===== src/rtl/core/integer_to_radix_ascii_defines.svh =====
// assertion macros for the integer to radix ascii converter
// depends on: a clock named clk and an active-low reset named rst_n in scope
`ifndef INTEGER_TO_RADIX_ASCII_DEFINES_SVH
`define INTEGER_TO_RADIX_ASCII_DEFINES_SVH

// same-cycle implication, checked outside reset
`define ITRA_ASSERT_NOW(lbl, ante, cons) \
    lbl: assert property (@(posedge clk) disable iff (!rst_n) (ante) |-> (cons)) \
        else $error("itra check failed (same cycle)");

// next-cycle implication, checked outside reset
`define ITRA_ASSERT_NEXT(lbl, ante, cons) \
    lbl: assert property (@(posedge clk) disable iff (!rst_n) (ante) |=> (cons)) \
        else $error("itra check failed (next cycle)");

`endif


===== src/rtl/core/itra_pkg.sv =====
// shared types, codes and the digit character table for the radix converter
// no dependencies
package itra_pkg;

    localparam int VALUE_W   = 32;
    localparam int RADIX_W   = 8;
    localparam int PAD_W     = 8;
    localparam int DIVISOR_W = 5;
    localparam int DIGIT_W   = 4;
    localparam int CHAR_W    = 8;

    typedef enum logic [1:0] {
        CMD_UNSIGNED = 2'd0,
        CMD_SIGNED   = 2'd1,
        CMD_PADDED   = 2'd2
    } itra_cmd_t;

    localparam logic STATUS_OK        = 1'b0;
    localparam logic STATUS_RADIX_ERR = 1'b1;

    localparam logic [RADIX_W-1:0] RADIX_MIN = 8'd2;
    localparam logic [RADIX_W-1:0] RADIX_MAX = 8'd16;

    localparam logic [CHAR_W-1:0] CHAR_MINUS = 8'h2D;
    localparam logic [CHAR_W-1:0] CHAR_NONE  = 8'h00;

    localparam logic [CHAR_W-1:0] DIGIT_CHARS [16] = '{
        8'h30, 8'h31, 8'h32, 8'h33, 8'h34, 8'h35, 8'h36, 8'h37,
        8'h38, 8'h39, 8'h41, 8'h42, 8'h43, 8'h44, 8'h45, 8'h46
    };

    function automatic logic [CHAR_W-1:0] digit_char(input logic [DIGIT_W-1:0] d);
        return DIGIT_CHARS[d];
    endfunction

    typedef struct packed {
        logic                 start;
        logic [VALUE_W-1:0]   dividend;
        logic [DIVISOR_W-1:0] divisor;
    } itra_div_req_t;

    typedef struct packed {
        logic               done;
        logic [VALUE_W-1:0] quotient;
        logic [DIGIT_W-1:0] remainder;
    } itra_div_rsp_t;

endpackage


===== src/rtl/core/itra_ram.sv =====
// generic single-write, single-read ram with registered read data
// no dependencies
module itra_ram #(
    parameter int WIDTH = 4,
    parameter int DEPTH = 32
) (
    input  logic                     clk,
    input  logic                     we,
    input  logic [$clog2(DEPTH)-1:0] waddr,
    input  logic [WIDTH-1:0]         wdata,
    input  logic [$clog2(DEPTH)-1:0] raddr,
    output logic [WIDTH-1:0]         rdata
);

    logic [WIDTH-1:0] mem [DEPTH];
    logic [WIDTH-1:0] rdata_reg;

    always_ff @(posedge clk)
    begin
        if (we)
        begin
            mem[waddr] <= wdata;
        end
        rdata_reg <= mem[raddr];
    end

    assign rdata = rdata_reg;

endmodule


===== src/rtl/core/itra_div.sv =====
// iterative divider of a 32-bit value by a radix of at most 16, 8 quotient bits a cycle
// depends on: itra_pkg
module itra_div (
    input  logic                  clk,
    input  logic                  rst_n,
    input  itra_pkg::itra_div_req_t req,
    output itra_pkg::itra_div_rsp_t rsp
);
    import itra_pkg::*;

    localparam int STEP_BITS = 8;
    localparam int STEPS     = VALUE_W / STEP_BITS;
    localparam int CNT_W     = $clog2(STEPS);
    localparam logic [CNT_W-1:0] CNT_LAST = CNT_W'(STEPS - 1);

    logic                 busy_reg, busy_next;
    logic                 done_reg, done_next;
    logic [CNT_W-1:0]     cnt_reg, cnt_next;
    logic [VALUE_W-1:0]   dvd_reg, dvd_next;
    logic [DIGIT_W-1:0]   rem_reg, rem_next;
    logic [DIVISOR_W-1:0] divisor_reg, divisor_next;

    logic [VALUE_W-1:0]   dvd_step;
    logic [DIGIT_W-1:0]   rem_step;
    logic [DIGIT_W:0]     trial;
    logic                 qbit;

    // restoring division, msb first; remainder stays below the divisor
    always_comb
    begin
        dvd_step = dvd_reg;
        rem_step = rem_reg;
        trial    = '0;
        qbit     = 1'b0;
        for (int j = 0; j < STEP_BITS; j++)
        begin
            trial = {rem_step, dvd_step[VALUE_W-1]};
            qbit  = (trial >= divisor_reg);
            if (qbit)
            begin
                rem_step = DIGIT_W'(trial - divisor_reg);
            end
            else
            begin
                rem_step = trial[DIGIT_W-1:0];
            end
            dvd_step = {dvd_step[VALUE_W-2:0], qbit};
        end
    end

    always_comb
    begin
        busy_next    = busy_reg;
        done_next    = 1'b0;
        cnt_next     = cnt_reg;
        dvd_next     = dvd_reg;
        rem_next     = rem_reg;
        divisor_next = divisor_reg;
        if (req.start)
        begin
            busy_next    = 1'b1;
            cnt_next     = '0;
            dvd_next     = req.dividend;
            rem_next     = '0;
            divisor_next = req.divisor;
        end
        else if (busy_reg)
        begin
            dvd_next = dvd_step;
            rem_next = rem_step;
            cnt_next = cnt_reg + 1'b1;
            if (cnt_reg == CNT_LAST)
            begin
                busy_next = 1'b0;
                done_next = 1'b1;
            end
        end
    end

    always_ff @(posedge clk or negedge rst_n)
    begin
        if (!rst_n)
        begin
            busy_reg <= 1'b0;
            done_reg <= 1'b0;
            cnt_reg  <= '0;
        end
        else
        begin
            busy_reg <= busy_next;
            done_reg <= done_next;
            cnt_reg  <= cnt_next;
        end
    end

    always_ff @(posedge clk)
    begin
        dvd_reg     <= dvd_next;
        rem_reg     <= rem_next;
        divisor_reg <= divisor_next;
    end

    assign rsp.done      = done_reg;
    assign rsp.quotient  = dvd_reg;
    assign rsp.remainder = rem_reg;

endmodule


===== src/rtl/core/integer_to_radix_ascii.sv =====
// integer to radix ascii converter: top level sequencer and output register
// depends on: itra_pkg, itra_div, itra_ram, integer_to_radix_ascii_defines.svh
//
//  channel | dir | payload
//  s_axis  | in  | tdata: value[31:0], radix[39:32], pad_length[47:40]; tuser: command
//  m_axis  | out | tdata: character; tlast: last; tuser: status
//
// one request at a time: ready only while idle
// each digit takes one pass of the shared divider (4 steps of 8 bits plus handoff),
// each pad digit one buffer write, each emitted character a buffer read, load and handoff
// a bad radix answers in the next cycle with a single error character
// output stalls hold the character register; rst_n clears only control state
`include "integer_to_radix_ascii_defines.svh"

module integer_to_radix_ascii #(
    parameter int MAX_DIGITS = 32
) (
    input  logic        clk,
    input  logic        rst_n,
    input  logic        s_axis_tvalid,
    output logic        s_axis_tready,
    input  logic [47:0] s_axis_tdata,   // value[31:0], radix[39:32], pad_length[47:40]
    input  logic [1:0]  s_axis_tuser,   // command[1:0]
    output logic        m_axis_tvalid,
    input  logic        m_axis_tready,
    output logic [7:0]  m_axis_tdata,   // character[7:0]
    output logic        m_axis_tlast,
    output logic [0:0]  m_axis_tuser    // status[0]
);
    import itra_pkg::*;

    localparam int AW = $clog2(MAX_DIGITS);
    localparam int CW = $clog2(MAX_DIGITS + 1);
    localparam logic [CW-1:0] MAX_CNT = CW'(MAX_DIGITS);
    localparam logic [CW-1:0] ONE_CNT = CW'(1);

    typedef enum logic [6:0] {
        S_IDLE  = 7'b0000001,
        S_DIV   = 7'b0000010,
        S_PAD   = 7'b0000100,
        S_SIGN  = 7'b0001000,
        S_FETCH = 7'b0010000,
        S_LOAD  = 7'b0100000,
        S_HOLD  = 7'b1000000
    } state_t;

    state_t                state_reg, state_next;
    logic [CW-1:0]         n_reg, n_next;          // digits held in the buffer
    logic [CW-1:0]         pad_reg, pad_next;      // minimum digit count, zero if unpadded
    logic                  neg_reg, neg_next;
    logic [DIVISOR_W-1:0]  radix_reg, radix_next;
    logic [CHAR_W-1:0]     char_reg, char_next;
    logic                  last_reg, last_next;
    logic                  status_reg, status_next;

    // request fields
    logic [VALUE_W-1:0]    in_value;
    logic [RADIX_W-1:0]    in_radix;
    logic [PAD_W-1:0]      in_pad;
    itra_cmd_t             in_cmd;
    logic                  in_neg;
    logic [VALUE_W-1:0]    in_mag;
    logic                  radix_ok;
    logic [CW-1:0]         in_pad_sat;

    logic [CW-1:0]         n_inc;
    itra_div_req_t         div_req;
    itra_div_rsp_t         div_rsp;

    logic                  ram_we;
    logic [DIGIT_W-1:0]    ram_wdata;
    logic [DIGIT_W-1:0]    ram_rdata;

    assign in_value = s_axis_tdata[31:0];
    assign in_radix = s_axis_tdata[39:32];
    assign in_pad   = s_axis_tdata[47:40];
    assign in_cmd   = itra_cmd_t'(s_axis_tuser);

    // magnitude as unsigned so the most negative value converts too
    assign in_neg   = (in_cmd == CMD_SIGNED) && in_value[VALUE_W-1];
    assign in_mag   = in_neg ? (~in_value + 1'b1) : in_value;
    assign radix_ok = (in_radix >= RADIX_MIN) && (in_radix <= RADIX_MAX);

    // padding only in padded mode, saturated at the buffer depth
    always_comb
    begin
        in_pad_sat = '0;
        if (in_cmd == CMD_PADDED)
        begin
            if (in_pad > PAD_W'(MAX_DIGITS))
            begin
                in_pad_sat = MAX_CNT;
            end
            else
            begin
                in_pad_sat = CW'(in_pad);
            end
        end
    end

    assign n_inc = n_reg + 1'b1;

    always_comb
    begin
        state_next   = state_reg;
        n_next       = n_reg;
        pad_next     = pad_reg;
        neg_next     = neg_reg;
        radix_next   = radix_reg;
        char_next    = char_reg;
        last_next    = last_reg;
        status_next  = status_reg;
        div_req      = '0;
        div_req.dividend = in_mag;
        div_req.divisor  = in_radix[DIVISOR_W-1:0];
        ram_we       = 1'b0;
        ram_wdata    = div_rsp.remainder;

        unique case (state_reg)
            S_IDLE:
            begin
                if (s_axis_tvalid)
                begin
                    if (!radix_ok)
                    begin
                        // error answer, buffer left untouched
                        char_next   = CHAR_NONE;
                        last_next   = 1'b1;
                        status_next = STATUS_RADIX_ERR;
                        state_next  = S_HOLD;
                    end
                    else
                    begin
                        div_req.start = 1'b1;
                        neg_next      = in_neg;
                        pad_next      = in_pad_sat;
                        radix_next    = in_radix[DIVISOR_W-1:0];
                        n_next        = '0;
                        state_next    = S_DIV;
                    end
                end
            end
            S_DIV:
            begin
                div_req.dividend = div_rsp.quotient;
                div_req.divisor  = radix_reg;
                if (div_rsp.done)
                begin
                    // store the digit, least significant first
                    ram_we = 1'b1;
                    n_next = n_inc;
                    if ((div_rsp.quotient != '0) && (n_inc < MAX_CNT))
                    begin
                        div_req.start = 1'b1;
                    end
                    else if (n_inc < pad_reg)
                    begin
                        state_next = S_PAD;
                    end
                    else
                    begin
                        state_next = S_SIGN;
                    end
                end
            end
            S_PAD:
            begin
                ram_we    = 1'b1;
                ram_wdata = '0;
                n_next    = n_inc;
                if (n_inc >= pad_reg)
                begin
                    state_next = S_SIGN;
                end
            end
            S_SIGN:
            begin
                if (neg_reg)
                begin
                    char_next   = CHAR_MINUS;
                    last_next   = 1'b0;
                    status_next = STATUS_OK;
                    state_next  = S_HOLD;
                end
                else
                begin
                    state_next = S_FETCH;
                end
            end
            S_FETCH:
            begin
                // buffer read of the top remaining digit is in flight
                state_next = S_LOAD;
            end
            S_LOAD:
            begin
                char_next   = digit_char(ram_rdata);
                last_next   = (n_reg == ONE_CNT);
                status_next = STATUS_OK;
                n_next      = n_reg - 1'b1;
                state_next  = S_HOLD;
            end
            S_HOLD:
            begin
                if (m_axis_tready)
                begin
                    state_next = last_reg ? S_IDLE : S_FETCH;
                end
            end
            default:
            begin
                state_next = S_IDLE;
            end
        endcase
    end

    always_ff @(posedge clk or negedge rst_n)
    begin
        if (!rst_n)
        begin
            state_reg <= S_IDLE;
            n_reg     <= '0;
        end
        else
        begin
            state_reg <= state_next;
            n_reg     <= n_next;
        end
    end

    always_ff @(posedge clk)
    begin
        pad_reg    <= pad_next;
        neg_reg    <= neg_next;
        radix_reg  <= radix_next;
        char_reg   <= char_next;
        last_reg   <= last_next;
        status_reg <= status_next;
    end

    // shared divider: one digit per pass
    itra_div u_div (
        .clk   (clk),
        .rst_n (rst_n),
        .req   (div_req),
        .rsp   (div_rsp)
    );

    // digit buffer; read address always points at the next digit to emit
    itra_ram #(
        .WIDTH (DIGIT_W),
        .DEPTH (MAX_DIGITS)
    ) u_digits (
        .clk   (clk),
        .we    (ram_we),
        .waddr (n_reg[AW-1:0]),
        .wdata (ram_wdata),
        .raddr (AW'(n_reg - 1'b1)),
        .rdata (ram_rdata)
    );

    assign s_axis_tready   = (state_reg == S_IDLE);
    assign m_axis_tvalid   = (state_reg == S_HOLD);
    assign m_axis_tdata    = char_reg;
    assign m_axis_tlast    = last_reg;
    assign m_axis_tuser[0] = status_reg;

    // never ready for a new request while a character is pending
    `ITRA_ASSERT_NOW(a_busy_while_out, m_axis_tvalid, !s_axis_tready)
    // an error answer is a single empty character
    `ITRA_ASSERT_NOW(a_err_shape, m_axis_tvalid && m_axis_tuser[0],
                     m_axis_tlast && (m_axis_tdata == CHAR_NONE))
    // an accepted request always blocks the next cycle
    `ITRA_ASSERT_NEXT(a_accept_blocks, s_axis_tvalid && s_axis_tready, !s_axis_tready)
    // after the final character is taken the block is idle again
    `ITRA_ASSERT_NEXT(a_last_frees, m_axis_tvalid && m_axis_tready && m_axis_tlast,
                      s_axis_tready)

endmodule


===== config.mk =====
export PLATFORM = sky130hd
export DESIGN_NAME = integer_to_radix_ascii
export DESIGN_NICKNAME = d
export VERILOG_FILES = /design/src/rtl/core/itra_pkg.sv /design/src/rtl/core/itra_ram.sv /design/src/rtl/core/itra_div.sv /design/src/rtl/core/integer_to_radix_ascii.sv
export VERILOG_INCLUDE_DIRS = /design/src /design/src/rtl/core
export SDC_FILE = /design/constraint.sdc
export NUM_CORES = 1
export LEC_CHECK = 0
export BUFFER_PORTS_ARGS = -buffer_cell sky130_fd_sc_hd__buf_2
export CAP_MARGIN = 0
export CORE_UTILIZATION = 59
export CTS_CLUSTER_DIAMETER = 200
export DETAILED_ROUTE_END_ITERATION = 16
export PLACE_DENSITY = 0.81
export SYNTH_ARGS = -nofsm -noshare
export SYNTH_HDL_FRONTEND = slang
export SYNTH_SLANG_ARGS = --single-unit
export TNS_END_PERCENT = 1

===== constraint.sdc =====
create_clock -name clk -period 17.01 [get_ports clk]
set_clock_uncertainty 0.05 [all_clocks]
set_input_delay 1.701 -clock clk [delete_from_list [all_inputs] [get_ports clk]]
set_output_delay 1.701 -clock clk [all_outputs]
set_load 0.05 [all_outputs]

# Word level (Yosys, flattened, before mapping)
# Memories as Yosys holds them, arrays and structs flattened. A register that Yosys moved wholly into a read port is not among the register bits.
# Cells that the tools add are included.
[word_totals] regBits=80 latch_bits=0 mem_bits_rw=128 mem_bits_ro=128 output_inout_bits=12 elab_cells=136 mem_count=2
[op_classes] addsub=12 multipliers=0 n_div=0 order_cmp=15 eq_ne=20 n_shift=0 muxes=56 bitwise=3 n_reduce_logical=13
[mem_list] name="(name not given)" depth=16 word_bits=8 read_ports=1 rd_clocked_by_memory_dff=0 wr=0 line="itra_pkg.sv:33" text="return DIGIT_CHARS[d];"
[mem_list] name="u_digits.mem" depth=32 word_bits=4 read_ports=1 rd_clocked_by_memory_dff=1 wr=1 line="itra_ram.sv:15" text="logic [WIDTH-1:0] mem [DEPTH];"
[op_table] cell="two-way mux 32 bit" n=3
[op_table] cell="two-way mux 7 bit" n=7
[op_table] cell="case mux 7 bit (7 select lines)" n=1
[op_table] cell="greater-or-equal comparator 5 bit" n=8
[op_table] cell="two-way mux 4 bit" n=10
[op_table] cell="two-way mux 8 bit" n=5
[op_table] cell="two-way mux 37 bit" n=1
[op_table] cell="adder 32 x 1 -> 32 bit, second input constant" n=1
[op_table] cell="inverter 32 bit" n=1
[op_table] cell="nonzero test 32 bit" n=1
[op_table] cell="subtractor 4 bit" n=8
[op_table] cell="two-way mux 6 bit" n=4
[op_table] cell="case mux 6 bit (4 select lines)" n=1
[op_table] cell="case mux 8 bit (3 select lines)" n=1
[op_table] cell="two-way mux 1 bit" n=16
[op_table] cell="!= test 2 bit, second input constant" n=6
[op_table] cell="greater-or-equal comparator 8 x 2 -> 1 bit, second input constant" n=1
[op_table] cell="> comparator 8 x 6 -> 1 bit, second input constant" n=1
[op_table] cell="less-or-equal comparator 8 x 5 -> 1 bit, second input constant" n=1
[op_table] cell="AND reduction 4 bit" n=2
[op_table] cell="== test 7 x 1 -> 1 bit, second input constant" n=1
[op_table] cell="== test 7 x 2 -> 1 bit, second input constant" n=1
[op_table] cell="== test 7 x 3 -> 1 bit, second input constant" n=1
[op_table] cell="== test 7 x 4 -> 1 bit, second input constant" n=1
[op_table] cell="28 further kinds" n=36

# Longest topological paths before layout
[depth] word_depth=17 depth_mapped=46

# Hierarchy
# From an unflattened synthesis, not the netlist that was laid out.
[hier_totals] cells_unflattened=993 hier_area_um2=12045.3
[modules_own_cells] module="itra_ram" n_inst=1 cells_per_inst=231 area_each_um2=5138.7
[modules_own_cells] module="itra_div" n_inst=1 cells_per_inst=342 area_each_um2=3686.0
[modules_own_cells] module="integer_to_radix_ascii" n_inst=1 cells_per_inst=420 area_each_um2=3220.6

# Least setup slack after synthesis
# OpenSTA, ideal clock, no wires.
[synth_timing] path_type="reg2reg" start="register u_div.divisor_reg[1]" end="register u_div.rem_reg[2]" t_arrival_ns=10.211 t_required_ns=16.845 setup_slack_ns=6.634 path_stages_with_launch=44 path_buffers=0 period_less_slack_ns=10.376 path_cell_list="edfxtp_1 > inv_1 > ha_1 > nand2_1 > o21a_1 > o21ai_1 > mux2_2 > ha_1 > nand2_1 > o21a_1 > o21ai_1 > mux2_2 > ha_1 > a21oi_1 > o21ai_1 > mux2i_1 > ha_1 > nand2_1 > (+8 left out) > nor2b_1 > o31a_1 > o22ai_1 > mux2i_1 > inv_1 > ha_1 > a21o_1 > a31oi_1 > o21ai_1 > inv_1 > mux2i_1 > ha_1 > a21oi_1 > o21a_1 > o21ai_1 > a211oi_1 > o21ai_0 > and3_1"
[synth_between] elab_chain_len=16 elab_cells_between_ends=24
[synth_rtl] element="start, declared" line="itra_div.sv:21" text="logic [DIVISOR_W-1:0] divisor_reg, divisor_next;"
[synth_rtl] element="start signal, assigned" line="itra_div.sv:100" text="divisor_reg <= divisor_next;"
[synth_rtl] element="subtractor 4 bit or greater-or-equal comparator 5 bit (tied branches)" line="itra_div.sv:41, itra_div.sv:38"
[synth_rtl] element="two-way mux 4 bit" line="itra_div.sv:39" text="if (qbit)"
[synth_rtl] element="subtractor 4 bit or greater-or-equal comparator 5 bit (tied branches)" line="itra_div.sv:41, itra_div.sv:38"
[synth_rtl] element="two-way mux 4 bit" line="itra_div.sv:39"
[synth_rtl] element="subtractor 4 bit or greater-or-equal comparator 5 bit (tied branches)" line="itra_div.sv:41, itra_div.sv:38"
[synth_rtl] element="two-way mux 4 bit" line="itra_div.sv:39"
[synth_rtl] element="greater-or-equal comparator 5 bit or subtractor 4 bit (tied branches)" line="itra_div.sv:38, itra_div.sv:41"
[synth_rtl] element="two-way mux 4 bit" line="itra_div.sv:39"
[synth_rtl] element="subtractor 4 bit or greater-or-equal comparator 5 bit (tied branches)" line="itra_div.sv:41, itra_div.sv:38"
[synth_rtl] element="two-way mux 4 bit" line="itra_div.sv:39"
[synth_rtl] element="subtractor 4 bit or greater-or-equal comparator 5 bit (tied branches)" line="itra_div.sv:41, itra_div.sv:38"
[synth_rtl] element="two-way mux 4 bit" line="itra_div.sv:39"
[synth_rtl] element="greater-or-equal comparator 5 bit or subtractor 4 bit (tied branches)" line="itra_div.sv:38, itra_div.sv:41"
[synth_rtl] element="two-way mux 4 bit" line="itra_div.sv:39"
[synth_rtl] element="subtractor 4 bit or greater-or-equal comparator 5 bit (tied branches)" line="itra_div.sv:41, itra_div.sv:38"
[synth_rtl] element="two-way mux 4 bit *" line="itra_div.sv:39"
[synth_rtl] element="end signal, assigned" line="itra_div.sv:99" text="rem_reg <= rem_next;"
[synth_rtl] element="end, declared" line="itra_div.sv:20" text="logic [DIGIT_W-1:0] rem_reg, rem_next;"
# Mark *: on every way between the ends. The rest lies on a longest branch, timed or not.
# A chain may end at the register's enable or synchronous reset.

# Worst setup path after layout
[layout_timing] start="register u_div.divisor_reg[1]" end="register u_div.rem_reg[1]"
# The elaborated chain is that of the path after synthesis.

==> results.rst <==
.. list-table::
   :header-rows: 1

   * - Metric
     - Value
   * - Post-cts sizing count
     - 0
   * - Initial cell density of the core
     - 61.18%
   * - Placeable core region
     - 0.01902 sq mm
   * - Launching element type of the critical path
     - flop
   * - Unrepaired setup endpoints after global routing
     - false
   * - Classification of the worst-slack hold path
     - reg2reg
   * - Number of buffer and inverter stages on the critical path
     - 3
   * - Via-to-Cell Ratio
     - 6.223
   * - Vias in the first global route
     - 7598
   * - Met2 wirelength from detailed routing
     - 12050 um
   * - Number of core rows
     - 50
   * - Time the final worst path needs with I/O delays and setup
     - 11860 ps
   * - Final number of max-transition violations
     - 0
   * - Slew at the pin closest to its max-slew limit
     - 1173 ps
   * - Number of nets at the end of the flow
     - 1112
   * - Maximum root-to-sink buffer count
     - 3
   * - Largest incremental delay on the critical path
     - 630 ps
   * - Global-route wire length before repair
     - 40030 um
   * - Sequential cell area fraction in the yosys report
     - 53.04%
   * - Tcrit/Tclk final
     - 69.69%
   * - DRC marker count from the first detailed-route iteration
     - 744
   * - Buffer count from post-CTS setup fixing
     - 0
   * - CTS tree
     - done
   * - Met1 Routed Length
     - 10860 um
   * - Clock Root Buffer
     - clkbuf_16
   * - Cell area after technology mapping
     - 0.01164 sq mm
   * - Worst setup path category
     - reg2reg
   * - CP required
     - 17410 ps
   * - CTS buffer count
     - 22
   * - Chip Height
     - 142.4 um
   * - Crit path max-delay cell type
     - edfxtp_1
   * - Final ANT Viol Nets
     - 0
   * - Capturing element type of the critical path
     - flop
   * - Hold-fix buffers, CTS
     - 0
   * - Maximum capacitance violations
     - 0
   * - Accumulated negative setup slack
     - 0 ps
   * - Synth warnings
     - 0
   * - Max Clk Rate
     - 0.08435 GHz
   * - Clk_lat worst skew
     - 530 ps
   * - Pin count of the biggest net entering global routing
     - 40
   * - Remaining design rule violation count
     - 0
   * - Mean instance size in the synthesized netlist
     - 12.49 sq um
   * - Post-detailed-routing wire length
     - 25330 um
   * - Yosys reg bits
     - 211
   * - I/O Pins
     - 66
   * - Clk sink count
     - 211
   * - CTS H-tree lvls
     - 1
   * - Data arrival time of the critical path
     - 12260 ps
   * - Largest register FFs
     - 128
   * - Final hold vios
     - 0
   * - Count of port buffers added during placement
     - 64
   * - Antenna violations before repair
     - 1
   * - Detail Placement HPWL
     - 17750 um
   * - Vias
     - 7909
   * - Horizontal extent of the die
     - 142.4 um
   * - Remaining global-route overflow
     - 0
   * - Result of the run
     - complete, no violations
   * - Met3 layer wire length in the routed design
     - 1828 um
   * - Count of flip-flops with a built-in enable after synthesis
     - 186
   * - Die outline area
     - 0.02029 sq mm
   * - GR Util All Layers
     - 25.95%
   * - Number of antenna diodes
     - 0
   * - Number of search-and-repair iterations in the first detailed-routing pass
     - 6
   * - Clk slew on worst S/H paths
     - 60 ps
   * - Filler cell count in the final layout
     - 1349
   * - Synthesis-to-finish area growth
     - 10.77%
   * - Cell mode on critical path
     - ha_1
   * - FFs w/ async S/R, synth
     - 8.057%
   * - Share of final-layout standard cells stronger than drive strength 1
     - 15.33%
   * - Syn nets
     - 1049
   * - Count of mapped cells out of synthesis
     - 932
   * - Unique cell type count in the Yosys netlist
     - 69
   * - Total setup violations reported at the end of the flow
     - 0
   * - Cell type group with the largest total delay on the critical path
     - compound AO/OA/AOI/OAI gates
   * - Global placer's final weighted congestion
     - 0.8979
   * - Highest metal layer used by the detailed router
     - met5
   * - Prevailing post-synth register cell
     - edfxtp_1
   * - Per-cell routed wire length
     - 19.93 um
   * - Worst-path fanout max
     - 10
   * - Slew Limit Headroom
     - 21.79%
metal layers:
layer	vias up	GRT usage [%]
met1	3851	37.06
met5	-	0
met4	2	7.470
met2	361	42.39
met3	50	2.759
li1	3645	-
synthesized netlist by cell type (3+ instances only):
| library cell | number | area share [%] |
|---|---|---|
| mux4_1 | 26 | 5.9 |
| buf_2 | 8 | 0.34 |
| dfrtp_1 | 16 | 3.4 |
| inv_1 | 60 | 1.9 |
| o21ai_1 | 7 | 0.30 |
| o31ai_1 | 5 | 0.32 |
| a31oi_1 | 3 | 0.16 |
| or2_2 | 5 | 0.27 |
| dfxtp_1 | 8 | 1.4 |
| or3_1 | 6 | 0.32 |
| fa_1 | 8 | 1.4 |
| o41ai_1 | 3 | 0.23 |
| o211ai_1 | 7 | 0.45 |
| or4_1 | 3 | 0.19 |
| nand3_1 | 11 | 0.47 |
| clkbuf_1 | 9 | 0.29 |
| o21ai_0 | 56 | 2.4 |
| mux2i_1 | 14 | 1.2 |
| dlygate4sd1_1 | 3 | 0.23 |
| nand2b_1 | 5 | 0.27 |
| o22ai_1 | 4 | 0.22 |
| nand3b_1 | 4 | 0.26 |
| xor2_1 | 18 | 1.4 |
| o21a_1 | 9 | 0.58 |
| a21oi_1 | 54 | 2.3 |
| nand4_1 | 7 | 0.38 |
| nor3_1 | 18 | 0.77 |
| a21o_1 | 10 | 0.65 |
| xnor2_1 | 35 | 2.6 |
| o2111ai_1 | 4 | 0.30 |
| and2_1 | 9 | 0.48 |
| mux4_2 | 14 | 2.7 |
| edfxtp_1 | 186 | 48 |
| nor2_1 | 73 | 2.4 |
| mux2_2 | 24 | 2.3 |
| and3_1 | 5 | 0.27 |
| nand2_1 | 78 | 2.5 |
| nor4_1 | 12 | 0.65 |
| nor3b_1 | 3 | 0.19 |
| ha_1 | 55 | 5.9 |
| a211oi_1 | 4 | 0.26 |
| nor2b_1 | 10 | 0.54 |
| buf_4 | 4 | 0.26 |
cell type report:
class	instances	area (sq um)	area share, %
clock inverter	9	150.1	1.165
inverter	61	229.0	1.776
timing repair buffer	68	350.3	2.718
tap	260	325.3	2.524
clock buffer	31	614.3	4.766
multi-input combinational	631	5047	39.16
sequential	211	6173	47.89
worst reg2reg max path: cells and delay by family, from the launching register on:
kind,cells,cell delay (ps)
AO/OA/AOI/OAI,19,4870
adder cells (fa/ha/maj),8,2760
multiplexers,7,2300
flip-flops,1,630
buffers and inverters,3,610
AND/OR/NAND/NOR,6,580
final timing paths:
path / start / endpoint / slack, ps / depth (start not counted)
worst max register to register: u_div.divisor_reg[1] / u_div.rem_reg[1] / 5150 / 43
worst min-delay path: u_div.cnt_reg[1] / u_div.cnt_reg[1] / 490 / 2
worst min register to register: u_div.cnt_reg[1] / u_div.cnt_reg[1] / 490 / 2
worst max-delay path: u_div.divisor_reg[1] / u_div.rem_reg[1] / 5150 / 43
min in group asynchronous: rst_n / n_reg[2] / 1050 / 1
max in group asynchronous: rst_n / state_reg[0] / 15500 / 1
cells in the final DEF (no fill, tap or decap), types with 9 or more instances in the layout:
master / synthesis / final
a21oi_1: 54 / 54
buf_2: 8 / 64
ha_1: 55 / 55
nor4_1: 12 / 12
nor2b_1: 10 / 10
xnor2_1: 35 / 35
mux4_2: 14 / 14
and2_1: 9 / 9
o21ai_0: 56 / 55
clkbuf_16: 0 / 22
nand2_1: 78 / 78
nand3_1: 11 / 11
o21a_1: 9 / 9
nor2_1: 73 / 73
nor3_1: 18 / 18
xor2_1: 18 / 18
inv_1: 60 / 60
dfrtp_1: 16 / 15
edfxtp_1: 186 / 186
mux4_1: 26 / 26
mux2_2: 24 / 24
a21o_1: 10 / 10
mux2i_1: 14 / 14
through the flow:
stage	cell area, sq um	setup WS, ps	cells	utilization, %	hold slack (ps)
after detailed placement	12130	5331	1231	63.76	471.6
after floorplan	11640	6634	932	-	433.4
final	12890	5155	1271	67.78	489.9
after CTS	12890	5269	1271	67.78	483.4
after global routing	12890	4326	1271	67.78	525.8
after global placement	12130	5757	1231	63.76	455.5
cell families after synthesis:
kind of cell | after synthesis | synth area share, %
compound gates | 177 | 9.129
xor+xnor | 53 | 3.989
fa+ha+maj | 63 | 7.290
buf+inv | 90 | 3.613
flops | 211 | 53.04
mux | 78 | 12.11
other cells | 1 | 0.03223
simple gates | 259 | 10.80
Power is left out: the tool's default activity adds up to more than one toggle a clock period on the data nets, which glitch-free logic cannot reach.
